<file path="src/hdl/vss_pkg.sv">
// shared types and constants for the speech segment smoother
package vss_pkg;

    localparam int FRAME_BITS_DEFAULT = 24;
    localparam int QUEUE_DEPTH_DEFAULT = 4;
    localparam int IDX_W = 24;
    localparam int LEN_W = 8;
    localparam logic [LEN_W-1:0] MIN_LEN_RESET = 8'd10;

    typedef struct packed {
        logic [IDX_W-1:0] seg_start;
        logic [IDX_W-1:0] seg_end;
    } seg_t;

    // up to two segments caused by one input word, slot0 goes out first
    typedef struct packed {
        logic two;
        seg_t slot1;
        seg_t slot0;
    } seg_pair_t;

endpackage

</file>
<file path="src/hdl/vss_front.sv">
// front end: frame counting, run detection, padding, merging and flush
module vss_front #(
    parameter int FRAME_BITS = vss_pkg::FRAME_BITS_DEFAULT
) (
    input  logic                     clk,
    input  logic                     rst_n,
    input  logic                     accept,
    input  logic                     speech_flag,
    input  logic                     end_of_stream,
    input  logic [vss_pkg::LEN_W-1:0] min_len,
    output logic                     push,
    output vss_pkg::seg_pair_t       push_data
);

    localparam int F = FRAME_BITS;

    logic [F-1:0] frame_count_reg, frame_count_next;
    logic         prev_speech_reg, prev_speech_next;
    logic [F-1:0] run_begin_reg, run_begin_next;
    logic         pend_valid_reg, pend_valid_next;
    logic [F-1:0] pend_start_reg, pend_start_next;
    logic [F-1:0] pend_end_reg, pend_end_next;

    logic [F:0]   ml_ext;
    logic [F:0]   fmax_ext;
    logic [F-1:0] idx_inc;
    logic         rise;
    logic         fall;
    logic         close_en;
    logic [F-1:0] close_end;
    logic [F-1:0] rb_eff;
    logic [F:0]   run_len;
    logic         keep;
    logic [F-1:0] new_start;
    logic [F:0]   end_sum;
    logic [F-1:0] new_end;
    logic [F:0]   merge_lim;
    logic         merge;
    logic         emit_a;
    logic         emit_b;
    logic [F-1:0] mid_start;
    logic [F-1:0] mid_end;
    logic         mid_valid;

    logic [F+vss_pkg::IDX_W-1:0] w_a_start, w_a_end, w_b_start, w_b_end;

    assign ml_ext   = {{(F-7){1'b0}}, min_len};
    assign fmax_ext = {1'b0, {F{1'b1}}};

    always_comb
    begin
        idx_inc   = (frame_count_reg == {F{1'b1}}) ? frame_count_reg
                                                   : frame_count_reg + 1'b1;
        rise      = speech_flag & ~prev_speech_reg;
        fall      = ~speech_flag & prev_speech_reg;
        close_en  = fall | (end_of_stream & speech_flag);
        close_end = fall ? frame_count_reg : idx_inc;
        rb_eff    = rise ? frame_count_reg : run_begin_reg;

        run_len   = {1'b0, close_end} - {1'b0, rb_eff};
        keep      = close_en & (run_len >= ml_ext);
        new_start = ({1'b0, rb_eff} > ml_ext) ? F'({1'b0, rb_eff} - ml_ext) : '0;
        end_sum   = {1'b0, close_end} + ml_ext;
        new_end   = (end_sum > fmax_ext) ? {F{1'b1}} : end_sum[F-1:0];
        merge_lim = {1'b0, pend_end_reg} + ml_ext;
        merge     = pend_valid_reg & ({1'b0, new_start} <= merge_lim);

        emit_a    = keep & ~merge & pend_valid_reg;
        mid_valid = pend_valid_reg | keep;
        mid_start = (keep & ~merge) ? new_start : pend_start_reg;
        mid_end   = keep ? new_end : pend_end_reg;
        emit_b    = end_of_stream & mid_valid;

        if (end_of_stream)
        begin
            frame_count_next = '0;
            prev_speech_next = 1'b0;
            run_begin_next   = '0;
            pend_valid_next  = 1'b0;
            pend_start_next  = '0;
            pend_end_next    = '0;
        end
        else
        begin
            frame_count_next = idx_inc;
            prev_speech_next = speech_flag;
            run_begin_next   = rb_eff;
            pend_valid_next  = mid_valid;
            pend_start_next  = mid_start;
            pend_end_next    = mid_end;
        end
    end

    // indices go out masked to the output width
    assign w_a_start = {{vss_pkg::IDX_W{1'b0}}, pend_start_reg};
    assign w_a_end   = {{vss_pkg::IDX_W{1'b0}}, pend_end_reg};
    assign w_b_start = {{vss_pkg::IDX_W{1'b0}}, mid_start};
    assign w_b_end   = {{vss_pkg::IDX_W{1'b0}}, mid_end};

    always_comb
    begin
        push_data.two = emit_a & emit_b;
        push_data.slot1.seg_start = w_b_start[vss_pkg::IDX_W-1:0];
        push_data.slot1.seg_end   = w_b_end[vss_pkg::IDX_W-1:0];
        if (emit_a)
        begin
            push_data.slot0.seg_start = w_a_start[vss_pkg::IDX_W-1:0];
            push_data.slot0.seg_end   = w_a_end[vss_pkg::IDX_W-1:0];
        end
        else
        begin
            push_data.slot0.seg_start = w_b_start[vss_pkg::IDX_W-1:0];
            push_data.slot0.seg_end   = w_b_end[vss_pkg::IDX_W-1:0];
        end
    end

    assign push = accept & (emit_a | emit_b);

    always_ff @(posedge clk or negedge rst_n)
    begin
        if (!rst_n)
        begin
            frame_count_reg <= '0;
            prev_speech_reg <= 1'b0;
            run_begin_reg   <= '0;
            pend_valid_reg  <= 1'b0;
            pend_start_reg  <= '0;
            pend_end_reg    <= '0;
        end
        else if (accept)
        begin
            frame_count_reg <= frame_count_next;
            prev_speech_reg <= prev_speech_next;
            run_begin_reg   <= run_begin_next;
            pend_valid_reg  <= pend_valid_next;
            pend_start_reg  <= pend_start_next;
            pend_end_reg    <= pend_end_next;
        end
    end

endmodule

</file>
<file path="src/hdl/vss_queue.sv">
// small fifo of segment records between front and back
module vss_queue #(
    parameter int DEPTH = vss_pkg::QUEUE_DEPTH_DEFAULT
) (
    input  logic               clk,
    input  logic               rst_n,
    input  logic               push,
    input  vss_pkg::seg_pair_t push_data,
    input  logic               pop,
    output vss_pkg::seg_pair_t pop_data,
    output logic               full,
    output logic               empty
);

    localparam int AW = (DEPTH > 1) ? $clog2(DEPTH) : 1;
    localparam int CW = $clog2(DEPTH + 1);

    vss_pkg::seg_pair_t mem_reg [DEPTH];
    logic [AW-1:0] wr_ptr_reg, wr_ptr_next;
    logic [AW-1:0] rd_ptr_reg, rd_ptr_next;
    logic [CW-1:0] count_reg, count_next;
    logic          do_push;
    logic          do_pop;

    assign full     = (count_reg == CW'(DEPTH));
    assign empty    = (count_reg == '0);
    assign do_push  = push & ~full;
    assign do_pop   = pop & ~empty;
    assign pop_data = mem_reg[rd_ptr_reg];

    always_comb
    begin
        wr_ptr_next = wr_ptr_reg;
        rd_ptr_next = rd_ptr_reg;
        if (do_push)
        begin
            wr_ptr_next = (wr_ptr_reg == AW'(DEPTH - 1)) ? '0 : wr_ptr_reg + 1'b1;
        end
        if (do_pop)
        begin
            rd_ptr_next = (rd_ptr_reg == AW'(DEPTH - 1)) ? '0 : rd_ptr_reg + 1'b1;
        end
        unique case ({do_push, do_pop})
            2'b10:   count_next = count_reg + 1'b1;
            2'b01:   count_next = count_reg - 1'b1;
            default: count_next = count_reg;
        endcase
    end

    always_ff @(posedge clk or negedge rst_n)
    begin
        if (!rst_n)
        begin
            wr_ptr_reg <= '0;
            rd_ptr_reg <= '0;
            count_reg  <= '0;
        end
        else
        begin
            wr_ptr_reg <= wr_ptr_next;
            rd_ptr_reg <= rd_ptr_next;
            count_reg  <= count_next;
        end
    end

    always_ff @(posedge clk)
    begin
        if (do_push)
        begin
            mem_reg[wr_ptr_reg] <= push_data;
        end
    end

endmodule

</file>
<file path="src/hdl/vss_back.sv">
// back end: splits segment records into output words behind an output register
module vss_back (
    input  logic                        clk,
    input  logic                        rst_n,
    input  logic                        q_empty,
    input  vss_pkg::seg_pair_t          q_data,
    output logic                        q_pop,
    output logic                        m_axis_tvalid,
    input  logic                        m_axis_tready,
    output logic [2*vss_pkg::IDX_W-1:0] m_axis_tdata,
    output logic                        m_axis_tlast
);

    logic          out_valid_reg, out_valid_next;
    vss_pkg::seg_t out_seg_reg, out_seg_next;
    logic          out_last_reg, out_last_next;
    logic          hold_valid_reg, hold_valid_next;
    vss_pkg::seg_t hold_seg_reg, hold_seg_next;
    logic          free;

    assign free  = ~out_valid_reg | m_axis_tready;
    assign q_pop = free & ~hold_valid_reg & ~q_empty;

    always_comb
    begin
        out_valid_next  = out_valid_reg;
        out_seg_next    = out_seg_reg;
        out_last_next   = out_last_reg;
        hold_valid_next = hold_valid_reg;
        hold_seg_next   = hold_seg_reg;
        if (free)
        begin
            priority if (hold_valid_reg)
            begin
                out_valid_next  = 1'b1;
                out_seg_next    = hold_seg_reg;
                out_last_next   = 1'b1;
                hold_valid_next = 1'b0;
            end
            else if (!q_empty)
            begin
                out_valid_next  = 1'b1;
                out_seg_next    = q_data.slot0;
                out_last_next   = ~q_data.two;
                hold_valid_next = q_data.two;
                hold_seg_next   = q_data.slot1;
            end
            else
            begin
                out_valid_next = 1'b0;
            end
        end
    end

    always_ff @(posedge clk or negedge rst_n)
    begin
        if (!rst_n)
        begin
            out_valid_reg  <= 1'b0;
            hold_valid_reg <= 1'b0;
        end
        else
        begin
            out_valid_reg  <= out_valid_next;
            hold_valid_reg <= hold_valid_next;
        end
    end

    always_ff @(posedge clk)
    begin
        out_seg_reg  <= out_seg_next;
        out_last_reg <= out_last_next;
        hold_seg_reg <= hold_seg_next;
    end

    assign m_axis_tvalid = out_valid_reg;
    assign m_axis_tdata  = {out_seg_reg.seg_end, out_seg_reg.seg_start};
    assign m_axis_tlast  = out_last_reg;

endmodule

</file>
<file path="src/hdl/vad_segment_smoother.sv">
// top level of the speech segment smoother
// One frame decision is taken per clock cycle: the front end updates the
// registered run and pending-segment state and writes any finished
// segments into a four-entry queue, and the back end drains that queue
// through an output register. A frame that yields one segment produces one
// output word; the end-of-stream frame can yield two, which the back end
// sends one after the other, so input is only held off when the queue
// fills behind a stalled output. min_len must be written while idle.
module vad_segment_smoother #(
    parameter int FRAME_BITS  = vss_pkg::FRAME_BITS_DEFAULT,
    parameter int QUEUE_DEPTH = vss_pkg::QUEUE_DEPTH_DEFAULT
) (
    input  logic                        clk,
    input  logic                        rst_n,
    input  logic                        cfg_we,
    input  logic [vss_pkg::LEN_W-1:0]   cfg_wdata,     // min_len
    input  logic                        s_axis_tvalid,
    output logic                        s_axis_tready,
    input  logic [7:0]                  s_axis_tdata,  // speech_flag
    input  logic                        s_axis_tlast,  // end_of_stream
    output logic                        m_axis_tvalid,
    input  logic                        m_axis_tready,
    output logic [2*vss_pkg::IDX_W-1:0] m_axis_tdata,  // {seg_end, seg_start}
    output logic                        m_axis_tlast   // last_of_run
);

    logic [vss_pkg::LEN_W-1:0] min_len_reg;
    logic                      accept;
    logic                      push;
    vss_pkg::seg_pair_t        push_data;
    logic                      pop;
    vss_pkg::seg_pair_t        pop_data;
    logic                      full;
    logic                      empty;

    always_ff @(posedge clk or negedge rst_n)
    begin
        if (!rst_n)
        begin
            min_len_reg <= vss_pkg::MIN_LEN_RESET;
        end
        else if (cfg_we)
        begin
            min_len_reg <= cfg_wdata;
        end
    end

    assign s_axis_tready = ~full;
    assign accept        = s_axis_tvalid & ~full;

    vss_front #(
        .FRAME_BITS (FRAME_BITS)
    ) u_front (
        .clk           (clk),
        .rst_n         (rst_n),
        .accept        (accept),
        .speech_flag   (s_axis_tdata[0]),
        .end_of_stream (s_axis_tlast),
        .min_len       (min_len_reg),
        .push          (push),
        .push_data     (push_data)
    );

    vss_queue #(
        .DEPTH (QUEUE_DEPTH)
    ) u_queue (
        .clk       (clk),
        .rst_n     (rst_n),
        .push      (push),
        .push_data (push_data),
        .pop       (pop),
        .pop_data  (pop_data),
        .full      (full),
        .empty     (empty)
    );

    vss_back u_back (
        .clk           (clk),
        .rst_n         (rst_n),
        .q_empty       (empty),
        .q_data        (pop_data),
        .q_pop         (pop),
        .m_axis_tvalid (m_axis_tvalid),
        .m_axis_tready (m_axis_tready),
        .m_axis_tdata  (m_axis_tdata),
        .m_axis_tlast  (m_axis_tlast)
    );

endmodule
</file>
<file path="config.mk">
export PLATFORM = sky130hd
export DESIGN_NAME = vad_segment_smoother
export DESIGN_NICKNAME = d
export VERILOG_FILES = /design/src/hdl/vss_pkg.sv /design/src/hdl/vss_front.sv /design/src/hdl/vss_queue.sv /design/src/hdl/vss_back.sv /design/src/hdl/vad_segment_smoother.sv
export SDC_FILE = /design/constraint.sdc
export NUM_CORES = 1
export LEC_CHECK = 0
export BUFFER_PORTS_ARGS = -buffer_cell sky130_fd_sc_hd__buf_4
export CAP_MARGIN = 20
export CORE_MARGIN = 2
export CORE_UTILIZATION = 45
export DETAILED_ROUTE_END_ITERATION = 8
export GPL_TIMING_DRIVEN = 0
export PLACE_DENSITY = 0.75
export SLEW_MARGIN = 20
export SYNTH_ARGS = -nofsm -noshare
export SYNTH_HDL_FRONTEND = slang
export SYNTH_SLANG_ARGS = --single-unit
export TNS_END_PERCENT = 100
</file>
<file path="constraint.sdc">
create_clock -name clk -period 7.68 [get_ports clk]
set_input_delay 0.384 -clock clk [delete_from_list [all_inputs] [get_ports clk]]
set_output_delay 0.384 -clock clk [all_outputs]
set_load 0.1 [all_outputs]
</file>
==> reports/results.ini <==
[outcome]
status = completed

[floorplanning]
die_h_um = 259
fp-row-count = 93
io_pins = 73
core_area_mm2 = 0.0642
die-width_um = 259
initial_utilization = 0.454
die_area_mm2 = 0.0669

[yosys]
synth_cells = 2140
synth_top_cell_by_area = edfxtp_1
syn_nets = 2253
yosys-top-cells-area = edfxtp_1, dfrtp_1, mux4_2, ha_1, mux2_2
synth-edff-count = 485
synthesis.area_mm2 = 0.0292
ys.flop_type = edfxtp_1
synth_cell_types = 90
async_reset_ff_frac = 0.192
ys_seq_elements = 600
seq_area_frac_synth = 0.598
synth_top_area_share = 0.499
ys_warn_count = 0
syn_avg_cell_area_um2 = 13.6

[grt]
grt_pass1_vias = 19300
grt_usage = 0.234
grt_max_degree = 61
use_met1 = 0.310
grt-busiest-layer = met2
antenna_found_initial = 1
use_met2 = 0.392
grt_pass1_wl_um = 119000
overflow = 0
grt_use_met3 = 0.0423

[drt]
firstDrtPassIters = 6
vias = 19300
drc_errors = 0
viasPerCell = 6.02
first_iter_violations = 1820
wl_per_cell_um = 24.5
routed_wl_um = 78500
antenna_left = 0

[critical_path]
critPathMaxFanout = 10
setup.worst_path.start_class = register
endpoint_kind = register
crit_type = register to register
required_ns = 8.00
worstPathArrival_ns = 7.68

[finish]
final_util = 0.519
diodes = 0
nFillCells = 5332
area_delta_synth_final_pct = 14.3
largest_reg_flops = 388
nNetsFinal = 2414
drive_above_1_share = 0.192

[place]
place_ws_ns = -0.967
numPortBuffers = 64
dp_hpwl_um = 56800
gp_congestion = 0.995

[pwr]
p_leak_nw = 12.3
peakVddDrop_mv = 0.234
report.power.total_mw = 13.0
powerDensity_mw_per_mm2 = 389

[clock_tree]
clk_latency_ns = 0.63
htreeDepth = 2
clock-sinks = 600
cts_max_path_buffers = 3
clockRootBuffer = clkbuf_16
clk_pin_slew_worst_paths_ns = 0.07
cts_buffers = 56
cts_tree = yes

[sta]
tns_ns = 0
hold_viol = 0
fmax_mhz = 136
skew_ns = 0.0211
setup_violations = 0
timing.hold.ws_ns = 0.0616
tightest_slew_ns = 1.03
post-route-period-util = 0.957
timing.slew.headroom = 0.313
period_minus_slack_ns = 7.35
drv_slew = 0
setup_slack_ns = 0.328

[run]
max_cap_violations = 0

[hold_path]
hold_class = input port to register

[per-stage QoR]
| stage | cells | cell area (um2) |
|---|---|---|
| after floorplan | 2140 | 29200 |
| after global placement | 3059 | 30700 |
| after detailed placement | 3077 | 31100 |
| after CTS | 3185 | 33100 |
| after global routing | 3200 | 33300 |
| final | 3200 | 33300 |
[worst max-delay path, cell delays in order, from the launching register on]
cell and delay, ns:
dfrtp_2 0.49, nand2b_1 0.31, clkbuf_1 0.49, nand2_1 0.18, xnor2_1 0.27, inv_1 0.08
ha_1 0.23, fa_1 0.43, nand2b_2 0.26, a21oi_4 0.22, nand2_1 0.11, nor3_4 0.18
a311oi_2 0.07, xnor2_1 0.16, ha_1 0.29, nand4_1 0.10, o221ai_1 0.19, nor4b_2 0.39
nand4_1 0.13, or4b_4 0.53, a2111oi_4 0.27, nand4_2 0.25, buf_4 0.25, nand2_2 0.19
nor2_2 0.14, buf_2 0.24, o21ai_0 0.57
[repair_timing]
action	in CTS	in global routing
hold endpoints to repair	58	0
gates cloned	0	0
hold buffers	6	0
resized for setup	21	33
endpoints found under the setup margin	830	802
setup buffers	2	16
pin swaps	4	15
[final timing paths]
path,start,endpoint,slack (ns),cells after the start
hold reg to reg,u_front.run_begin_reg[20],u_front.run_begin_reg[20],0.48,2
setup / recovery,u_front.prev_speech_reg,u_queue.mem_reg[0][37],0.33,26
max in group asynchronous,rst_n,u_front.frame_count_reg[20],6.56,3
hold / removal,cfg_we,min_len_reg[4],0.06,3
setup reg to reg,u_front.prev_speech_reg,u_queue.mem_reg[0][37],0.33,26
min in group asynchronous,rst_n,min_len_reg[0],0.35,2
[cell usage in the layout, fill, tap and decap left out, drive strengths merged, types with 18 or more instances in the layout]
cell type  Yosys  layout
a21oi         63      63
a22oi         19      19
and2          18      18
buf           47     144
clkbuf        66     130
clkinv         0      22
dfrtp        113     113
edfxtp       485     485
ha            86      86
inv           90      95
mux2         115     115
mux2i         28      28
mux4          97      97
nand2        192     192
nand3         46      46
nand4         28      28
nor2          99      99
nor3          36      36
o21ai        112     112
o22ai         20      20
o31ai         41      41
xnor2         61      61
xor2          26      26
[synth_stat cells (27+ instances only)]
master,n
nand3_1,46
dfrtp_1,113
ha_1,86
nor2_1,98
nand4_1,27
mux2_1,51
o21ai_0,88
clkbuf_1,66
nor3_1,35
inv_1,89
mux4_2,97
a21oi_1,61
edfxtp_1,485
mux2_2,64
nand2_1,191
xnor2_1,61
mux2i_1,28
o31ai_1,41
[routing by layer]
| layer | part of all wire | up-vias |
|---|---|---|
| li1 | - | 8544 |
| met1 | 0.41 | 9749 |
| met2 | 0.49 | 789 |
| met3 | 0.071 | 168 |
| met4 | 0.030 | 2 |
| met5 | 0.00014 | - |
[final cells by class]
class / instances / area [um2] / share of cell area
multi-input combinational: 1337 / 11100 / 0.334
buffer: 110 / 490 / 0.0147
inverter: 90 / 338 / 0.0101
timing repair buffer: 106 / 993 / 0.0298
clock buffer: 64 / 1450 / 0.0436
tap: 855 / 1070 / 0.0321
clock inverter: 38 / 402 / 0.0121
sequential: 600 / 17500 / 0.524
[power by group]
group / total, mW / switching [mW] / internal [mW]
clock: 2.78 / 1.21 / 1.57
sequential: 4.67 / 0.222 / 4.45
combinational: 5.51 / 3.57 / 1.94
[cell families (layout without fill, tap and decap cells)]
| group | count (synthesis) | after routing | synth area share |
|---|---|---|---|
| compound gates | 401 | 401 | 0.0928 |
| flops | 600 | 600 | 0.598 |
| simple gates | 517 | 517 | 0.0852 |
| xor+xnor | 87 | 87 | 0.0261 |
| mux | 240 | 240 | 0.129 |
| buf+inv | 203 | 408 | 0.0281 |
| fa+ha+maj | 92 | 92 | 0.0407 |
No activity file was read; power rests on OpenSTA's default activity.
